<file path="src/hdl/assert_macros.svh">
// ----------------------------------------------------------------------------
// Assertion macros
// Shared concurrent assertion helpers; empty when synthesising.
// ----------------------------------------------------------------------------
`ifndef ASSERT_MACROS_SVH
`define ASSERT_MACROS_SVH
`ifndef SYNTHESIS
// Implication in the same cycle, checked outside reset.
`define ASSERT_IMPLIES(label, clk, rst, ante, cons) \
  label: assert property (@(posedge clk) disable iff (rst) (ante) |-> (cons)) \
    else $error("assertion failed: label");
// Implication in the next cycle, checked outside reset.
`define ASSERT_NEXT(label, clk, rst, ante, cons) \
  label: assert property (@(posedge clk) disable iff (rst) (ante) |=> (cons)) \
    else $error("assertion failed: label");
`else
`define ASSERT_IMPLIES(label, clk, rst, ante, cons)
`define ASSERT_NEXT(label, clk, rst, ante, cons)
`endif
`endif

</file>
<file path="src/hdl/tst_pkg.sv">
// ----------------------------------------------------------------------------
// tst_pkg
// Command codes, sequence ROM and roger tone table for the tone sequencer.
// ----------------------------------------------------------------------------
`timescale 1ns / 1ps

package tst_pkg;

  // Command codes carried in the mode field.
  localparam logic [1:0] MODE_POLL  = 2'd0;
  localparam logic [1:0] MODE_TONE  = 2'd1;
  localparam logic [1:0] MODE_ROGER = 2'd2;
  localparam logic [1:0] MODE_SEQ   = 2'd3;

  // Sequence identifiers.
  localparam logic [1:0] SEQ_CHIME = 2'd0;
  localparam logic [1:0] SEQ_ALERT = 2'd1;
  localparam logic [1:0] SEQ_CHIRP = 2'd2;

  localparam int MAX_STEPS = 8;
  localparam int STEP_W    = 3;
  localparam int LEN_W     = 5;
  localparam logic [15:0] ROGER_DUR_MS = 16'd200;

  // Number of steps in each sequence; an unknown sequence has none.
  function automatic logic [LEN_W-1:0] seq_len(input logic [1:0] seq);
    logic [LEN_W-1:0] len;
    unique case (seq)
      SEQ_CHIME: len = LEN_W'(5);
      SEQ_ALERT: len = LEN_W'(6);
      SEQ_CHIRP: len = LEN_W'(3);
      default:   len = '0;
    endcase
    return len;
  endfunction

  // Frequency of one step in tenths of hertz; zero is a silent step.
  function automatic logic [15:0] step_freq(input logic [1:0] seq,
                                            input logic [STEP_W-1:0] idx);
    logic [15:0] f;
    f = 16'd0;
    unique case (seq)
      SEQ_CHIME: begin
        unique case (idx)
          3'd0:    f = 16'd8000;
          3'd2:    f = 16'd12000;
          3'd4:    f = 16'd16000;
          default: f = 16'd0;
        endcase
      end
      SEQ_ALERT: begin
        unique case (idx)
          3'd0, 3'd2, 3'd4: f = 16'd12000;
          3'd1, 3'd3, 3'd5: f = 16'd8000;
          default:          f = 16'd0;
        endcase
      end
      SEQ_CHIRP: begin
        unique case (idx)
          3'd0:    f = 16'd6000;
          3'd1:    f = 16'd8000;
          3'd2:    f = 16'd10000;
          default: f = 16'd0;
        endcase
      end
      default: f = 16'd0;
    endcase
    return f;
  endfunction

  // Duration of one step in milliseconds.
  function automatic logic [15:0] step_dur(input logic [1:0] seq,
                                           input logic [STEP_W-1:0] idx);
    logic [15:0] d;
    d = 16'd0;
    unique case (seq)
      SEQ_CHIME: begin
        unique case (idx)
          3'd0, 3'd2: d = 16'd80;
          3'd1, 3'd3: d = 16'd30;
          3'd4:       d = 16'd120;
          default:    d = 16'd0;
        endcase
      end
      SEQ_ALERT: begin
        unique case (idx)
          3'd0, 3'd1, 3'd2, 3'd3, 3'd4, 3'd5: d = 16'd100;
          default:                            d = 16'd0;
        endcase
      end
      SEQ_CHIRP: begin
        unique case (idx)
          3'd0, 3'd1: d = 16'd60;
          3'd2:       d = 16'd80;
          default:    d = 16'd0;
        endcase
      end
      default: d = 16'd0;
    endcase
    return d;
  endfunction

  // Roger beep frequency; selections above three fall back to the tone of selection zero.
  function automatic logic [15:0] roger_freq(input logic [7:0] sel);
    logic [15:0] f;
    unique case (sel)
      8'd1:    f = 16'd14500;
      8'd2:    f = 16'd17500;
      8'd3:    f = 16'd21000;
      default: f = 16'd10000;
    endcase
    return f;
  endfunction

endpackage

</file>
<file path="src/hdl/tone_sequence_timer.sv">
// A result word reaches the outputs through the input register and then the
// result register.
// Throughput: one word per cycle while out_ready is high; the state update is
// combinational, between the input register and the result register.
// Reset (rst, synchronous): all sequencer state cleared, beeps enabled,
// both pipeline registers empty.
// ----------------------------------------------------------------------------
// tone_sequence_timer
// Beep and tone sequencer: timed tones, roger beeps and ROM step sequences
// driven by millisecond time stamps carried with each command word.
// ----------------------------------------------------------------------------
`timescale 1ns / 1ps
`include "assert_macros.svh"

module tone_sequence_timer (
  input  logic                       clk,
  input  logic                       rst,
  input  logic                       cfg_write_en,
  input  logic                       cfg_write_data,
  input  logic                       in_valid,
  output logic                       in_ready,
  input  logic [1:0]                 mode,
  input  logic [31:0]                now_ms,
  input  logic [15:0]                tone_freq,
  input  logic [15:0]                tone_length_ms,
  input  logic [7:0]                 roger_select,
  input  logic [1:0]                 sequence_id,
  output logic                       out_valid,
  input  logic                       out_ready,
  output logic [15:0]                dac_freq,
  output logic                       path_on,
  output logic                       busy_res,
  output logic [tst_pkg::STEP_W-1:0] step_now
);

  import tst_pkg::*;

  // Input register.
  logic                s1_valid;
  logic [1:0]          s1_mode;
  logic [31:0]         s1_now;
  logic [15:0]         s1_freq;
  logic [15:0]         s1_len;
  logic [7:0]          s1_rsel;
  logic [1:0]          s1_sid;
  logic                s1_move;

  // Sequencer state.
  logic                beep_enable;
  logic [31:0]         end_time;
  logic                tone_busy;
  logic                in_sequence;
  logic [1:0]          current_sequence;
  logic [STEP_W-1:0]   step_number;
  logic [15:0]         playing_freq;
  logic                route_on;

  logic [31:0]         end_time_next;
  logic                tone_busy_next;
  logic                in_sequence_next;
  logic [1:0]          current_sequence_next;
  logic [STEP_W-1:0]   step_number_next;
  logic [15:0]         playing_freq_next;
  logic                route_on_next;

  // Helper terms for the update.
  logic [LEN_W-1:0]    cur_count;
  logic [LEN_W-1:0]    step_plus;
  logic [STEP_W-1:0]   step_inc;
  logic [15:0]         nstep_freq;
  logic [15:0]         nstep_dur;
  logic [15:0]         first_freq;
  logic [15:0]         first_dur;
  logic                time_up;

  // The input register takes a word whenever it is empty or its content moves on.
  assign s1_move  = s1_valid && (!out_valid || out_ready);
  assign in_ready = !s1_valid || s1_move;

  always_ff @(posedge clk) begin
    if (rst) begin
      s1_valid <= 1'b0;
    end else if (in_ready) begin
      s1_valid <= in_valid;
    end
  end

  always_ff @(posedge clk) begin
    if (in_valid && in_ready) begin
      s1_mode <= mode;
      s1_now  <= now_ms;
      s1_freq <= tone_freq;
      s1_len  <= tone_length_ms;
      s1_rsel <= roger_select;
      s1_sid  <= sequence_id;
    end
  end

  // Configuration register.
  always_ff @(posedge clk) begin
    if (rst) begin
      beep_enable <= 1'b1;
    end else if (cfg_write_en) begin
      beep_enable <= cfg_write_data;
    end
  end

  // Step bookkeeping for a poll: the length is clamped to the ROM depth.
  always_comb begin
    cur_count = seq_len(current_sequence);
    if (cur_count > LEN_W'(MAX_STEPS)) begin
      cur_count = LEN_W'(MAX_STEPS);
    end
  end

  assign step_plus  = LEN_W'(step_number) + LEN_W'(1);
  assign step_inc   = step_plus[STEP_W-1:0];
  assign nstep_freq = step_freq(current_sequence, step_inc);
  assign nstep_dur  = step_dur(current_sequence, step_inc);
  assign first_freq = step_freq(s1_sid, '0);
  assign first_dur  = step_dur(s1_sid, '0);
  assign time_up    = s1_now >= end_time;

  // State update for the word held in the input register.
  always_comb begin
    end_time_next         = end_time;
    tone_busy_next        = tone_busy;
    in_sequence_next      = in_sequence;
    current_sequence_next = current_sequence;
    step_number_next      = step_number;
    playing_freq_next     = playing_freq;
    route_on_next         = route_on;
    unique case (s1_mode)
      MODE_POLL: begin
        if (tone_busy && time_up) begin
          if (in_sequence && (step_plus < cur_count)) begin
            step_number_next = step_inc;
            end_time_next    = s1_now + 32'(nstep_dur);
            if (nstep_freq != 16'd0) begin
              route_on_next     = 1'b1;
              playing_freq_next = nstep_freq;
            end else begin
              playing_freq_next = 16'd0;
            end
          end else begin
            playing_freq_next = 16'd0;
            route_on_next     = 1'b0;
            tone_busy_next    = 1'b0;
            in_sequence_next  = 1'b0;
          end
        end
      end
      MODE_TONE: begin
        if (beep_enable) begin
          route_on_next     = 1'b1;
          playing_freq_next = s1_freq;
          end_time_next     = s1_now + 32'(s1_len);
          tone_busy_next    = 1'b1;
          in_sequence_next  = 1'b0;
          step_number_next  = '0;
        end
      end
      MODE_ROGER: begin
        route_on_next     = 1'b1;
        playing_freq_next = roger_freq(s1_rsel);
        end_time_next     = s1_now + 32'(ROGER_DUR_MS);
        tone_busy_next    = 1'b1;
        in_sequence_next  = 1'b0;
        step_number_next  = '0;
      end
      MODE_SEQ: begin
        if (beep_enable && (seq_len(s1_sid) != '0)) begin
          current_sequence_next = s1_sid;
          step_number_next      = '0;
          in_sequence_next      = 1'b1;
          tone_busy_next        = 1'b1;
          end_time_next         = s1_now + 32'(first_dur);
          if (first_freq != 16'd0) begin
            route_on_next     = 1'b1;
            playing_freq_next = first_freq;
          end else begin
            playing_freq_next = 16'd0;
          end
        end
      end
      default: begin
      end
    endcase
  end

  // State registers advance together with the result register.
  always_ff @(posedge clk) begin
    if (rst) begin
      end_time         <= '0;
      tone_busy        <= 1'b0;
      in_sequence      <= 1'b0;
      current_sequence <= '0;
      step_number      <= '0;
      playing_freq     <= '0;
      route_on         <= 1'b0;
    end else if (s1_move) begin
      end_time         <= end_time_next;
      tone_busy        <= tone_busy_next;
      in_sequence      <= in_sequence_next;
      current_sequence <= current_sequence_next;
      step_number      <= step_number_next;
      playing_freq     <= playing_freq_next;
      route_on         <= route_on_next;
    end
  end

  // Result register.
  always_ff @(posedge clk) begin
    if (rst) begin
      out_valid <= 1'b0;
    end else if (!out_valid || out_ready) begin
      out_valid <= s1_valid;
    end
  end

  always_ff @(posedge clk) begin
    if (s1_move) begin
      dac_freq <= playing_freq_next;
      path_on  <= route_on_next;
      busy_res <= tone_busy_next;
      step_now <= in_sequence_next ? step_number_next : '0;
    end
  end

  // Consistency checks on the sequencer state and the pipeline handshake.
  `ASSERT_IMPLIES(a_seq_needs_busy, clk, rst, in_sequence, tone_busy)
  `ASSERT_IMPLIES(a_freq_needs_path, clk, rst, playing_freq != 16'd0, route_on)
  `ASSERT_IMPLIES(a_step_in_range, clk, rst, in_sequence,
                  LEN_W'(step_number) < seq_len(current_sequence))
  `ASSERT_NEXT(a_move_gives_result, clk, rst, s1_move, out_valid)

endmodule
</file>
<file path="config.mk">
export PLATFORM = sky130hd
export DESIGN_NAME = tone_sequence_timer
export DESIGN_NICKNAME = d
export VERILOG_FILES = /design/src/hdl/tst_pkg.sv /design/src/hdl/tone_sequence_timer.sv
export VERILOG_INCLUDE_DIRS = /design/src /design/src/hdl
export SDC_FILE = /design/constraint.sdc
export NUM_CORES = 1
export LEC_CHECK = 0
export ABC_CLOCK_PERIOD_IN_PS = 11350
export BUFFER_PORTS_ARGS = -buffer_cell sky130_fd_sc_hd__buf_2
export CAP_MARGIN = 0
export CORE_MARGIN = 2
export CORE_UTILIZATION = 30
export CTS_BUF_LIST = sky130_fd_sc_hd__clkbuf_16
export CTS_CLUSTER_DIAMETER = 80
export DETAILED_ROUTE_END_ITERATION = 8
export HOLD_SLACK_MARGIN = 0.06
export SYNTH_ARGS = -nofsm -noshare
export SYNTH_HDL_FRONTEND = slang
export SYNTH_SLANG_ARGS = --single-unit
export TNS_END_PERCENT = 10
</file>
<file path="constraint.sdc">
create_clock -name clk -period 11.35 [get_ports clk]
set_input_delay 0.5675 -clock clk [delete_from_list [all_inputs] [get_ports clk]]
set_output_delay 0.5675 -clock clk [all_outputs]
set_load 0.005 [all_outputs]
</file>
==> impl_metrics.json <==
{
  "status": "finished clean",
  "critPathKind": "reg -> reg",
  "numPortBuffers": 104,
  "cp.required_ns": 11.72,
  "grt_remaining_overflow": 0,
  "dpl_cell_area_mm2": 0.00958,
  "gp_congestion": 0.868,
  "period_share_pct": 38.9,
  "rsz0062_at_grt": "false",
  "max_slew.worst_pin.slew_ns": 1.08,
  "place_ws_ns": 6.98,
  "cts_tree": "done",
  "fin_cells": 1373,
  "nFillCells": 2854,
  "synth-seq-cells": 156,
  "syn_inst": 887,
  "grt_max_degree": 77,
  "setup_viol": 0,
  "antenna_found_initial": 0,
  "postSynth.asyncResetShare_pct": 0,
  "yosys_warnings": 0,
  "cp-start-kind": "flip-flop",
  "routed_via_density": 5.01,
  "worstPathMaxFanout": 11,
  "final_layout_size_suffix_gt1_share_pct": 15.8,
  "n_antenna_cell": 0,
  "die-area_mm2": 0.0304,
  "synth_ff_type": "edfxtp_1",
  "die_height_um": 174,
  "p_total_mw": 1.42,
  "synth_cell_types": 75,
  "clockBufferDepth": 2,
  "layout_setup_ws_ns": 6.94,
  "dp_cells": 1341,
  "finalClockSkew_ns": 0.0262,
  "nets": 1123,
  "avgRoutedWirePerCell_um": 15.8,
  "dr.pass1.iters": 5,
  "drcViolationCount": 0,
  "core-area_mm2": 0.0286,
  "synth.cell_area_mm2": 0.00870,
  "synth_nets": 1034,
  "post-cts-setup-buffer-count": 0,
  "finalHoldViolations": 0,
  "syn_area_per_cell_um2": 9.81,
  "layout-area-overhead-vs-synth_pct": 16.9,
  "fmax_mhz": 227,
  "num_rows": 62,
  "yosysTopAreaCellShare_pct": 33.5,
  "cts.repair.resized": 0,
  "die_x_um": 174,
  "htree_levels": 4,
  "synth_enable_flop_cells": 97,
  "hpwl_um": 15600,
  "ys_seq_area_share_pct": 47.0,
  "hp-class": "in -> reg",
  "finalMaxSlewViolations": 0,
  "initialDrtViolationCount": 579,
  "cts_buffers": 17,
  "slew_headroom_pct": 27.9,
  "finalWorstPathRequiredPeriod_ns": 4.41,
  "wl_um": 21600,
  "antenna_left": 0,
  "p_leak_nw": 3.88,
  "first_global_vias": 6505,
  "arrival_ns": 4.78,
  "initial_core_util_pct": 30.4,
  "grt_pass1_wl_um": 34700,
  "clk_latency_ns": 0.45,
  "maxCapViolCount": 0,
  "cts_root_buf": "clkbuf_16",
  "vias": 6877,
  "yosys.area.top_type": "edfxtp_1",
  "cp-end-kind": "flip-flop",
  "hold_buffers": 0,
  "final_area_mm2": 0.0102,
  "power_density_mw_per_mm2": 140,
  "grtUsageTotal_pct": 14.4,
  "max-vdd-ir-drop_mv": 0.0707,
  "clk_pin_slew_ns": 0.07,
  "finalSetupTns_ns": 0,
  "cts_sinks": 156,
  "io_pins": 105,
  "synthTopCellsByArea": "edfxtp_1 (33%), dfxtp_1 (14%), ha_1 (9.2%)"
}
## worst max-delay path, stage by stage (launching register included)
cell,delay (ns)
dfxtp_1,0.43
ha_1,0.35
xnor2_1,0.43
inv_1,0.20
a31oi_1,0.25
a21oi_1,0.11
o31a_1,0.30
ha_1,0.39
nand4_1,0.12
a21oi_1,0.25
o21ai_0,0.19
a31oi_1,0.75
nand2_1,0.14
or2_2,0.30
a31oi_1,0.15
## per-stage QoR
step / util [%] / hold slack, ns
6_report: 35.5 / 0.291
5_1_grt: 35.5 / 0.284
4_1_cts: 35.5 / 0.282
3_5_place_dp: 33.5 / 0.451
3_3_place_gp: 33.5 / 0.444
2_1_floorplan: - / 0.432
## power breakdown
part	total, mW	internal, mW	switching [mW]
logic	0.186	0.0766	0.109
clock network	0.576	0.305	0.271
registers	0.663	0.638	0.0245
total	1.42	1.02	0.405
## placed cells by master, fill, tap and decap left out, types with 4 or more instances in the layout
cell       netlist  layout
o21a_1           6       6
inv_6            0       7
xnor2_1         23      23
or2_2            5       5
a311oi_1         4       4
a211oi_1        17      17
and3_1           4       4
nor3_1          14      14
xor2_1          18      18
o31ai_1         11      11
nand2b_1        10      10
ha_1            64      64
mux2i_1          7       7
a31oi_1          9       9
a21oi_1         75      75
buf_2            3     104
a21o_1           8       8
dfxtp_1         59      59
edfxtp_1        97      97
o21ai_0         62      62
nand2_1         74      74
nor2_1          73      73
and2_1          20      19
nand3_1         20      20
inv_1           56      56
o211ai_1         7       7
a22o_1           4       4
a21boi_0         5       5
nor2b_1         14      14
nand4_1         11      11
clkbuf_16        0      18
a32o_1           5       5
## path summary, 6_finish.rpt
path / startpoint / end / slack [ns] / depth (start not counted)
worst max-delay path: step_number[0]$_SDFFE_PP0P_ / end_time[17]$_SDFFE_PP0P_ / 6.94 / 14
worst min-delay path: now_ms[24] / s1_now[24]$_DFFE_PP_ / 0.29 / 1
worst max register to register: step_number[0]$_SDFFE_PP0P_ / end_time[17]$_SDFFE_PP0P_ / 6.94 / 14
worst min register to register: playing_freq[15]$_SDFFE_PP0P_ / playing_freq[15]$_SDFFE_PP0P_ / 0.47 / 1
## cells in the mapped netlist, types with 20 or more instances
library cell / count
dfxtp_1: 59
a21oi_1: 75
edfxtp_1: 97
nand2_1: 74
inv_1: 56
nor2_1: 73
and2_1: 20
clkbuf_1: 29
o21ai_0: 62
ha_1: 64
xnor2_1: 23
nand3_1: 20
## state kept, by name (all words and copies together) (netlist names), 2 cells and up
register and flops:
s1_freq 16, s1_now 32, end_time 32, current_sequence 2
s1_sid 2, s1_len 16, s1_mode 2, playing_freq 16
step_number 3, s1_rsel 8, step_now 3, dac_freq 16
## logic make-up (layout without fill, tap and decap cells)
kind of cell,count (synthesis),count (layout),share of synthesized area (%)
xor+xnor,41,41,4.13
compound gates,264,264,20.1
mux,7,7,0.805
flops,156,156,47.0
buf+inv,93,195,4.11
fa+ha+maj,65,65,9.43
simple gates,261,261,14.4
## final cells by class
cell class / instances / area (µm²) / share of cell area (%)
multi-input cells: 638 / 4250 / 41.8
repair buffers: 107 / 543 / 5.34
flip-flops and latches: 156 / 4090 / 40.3
clock buffers: 18 / 450 / 4.43
well taps: 384 / 480 / 4.72
inverters: 56 / 210 / 2.07
clock inverters: 14 / 139 / 1.37
## per-layer routing
layer	part of all wire (%)	global-route usage (%)	routed length (µm)	vias to the layer above
met2	46	23.1	10000	179
met4	1.8	4.62	381	0
met1	47	19.8	10200	3240
li1	-	-	-	3431
met3	4.6	2.38	999	27
met5	0	0	0	-
No activity file was read; power rests on OpenSTA's default activity.
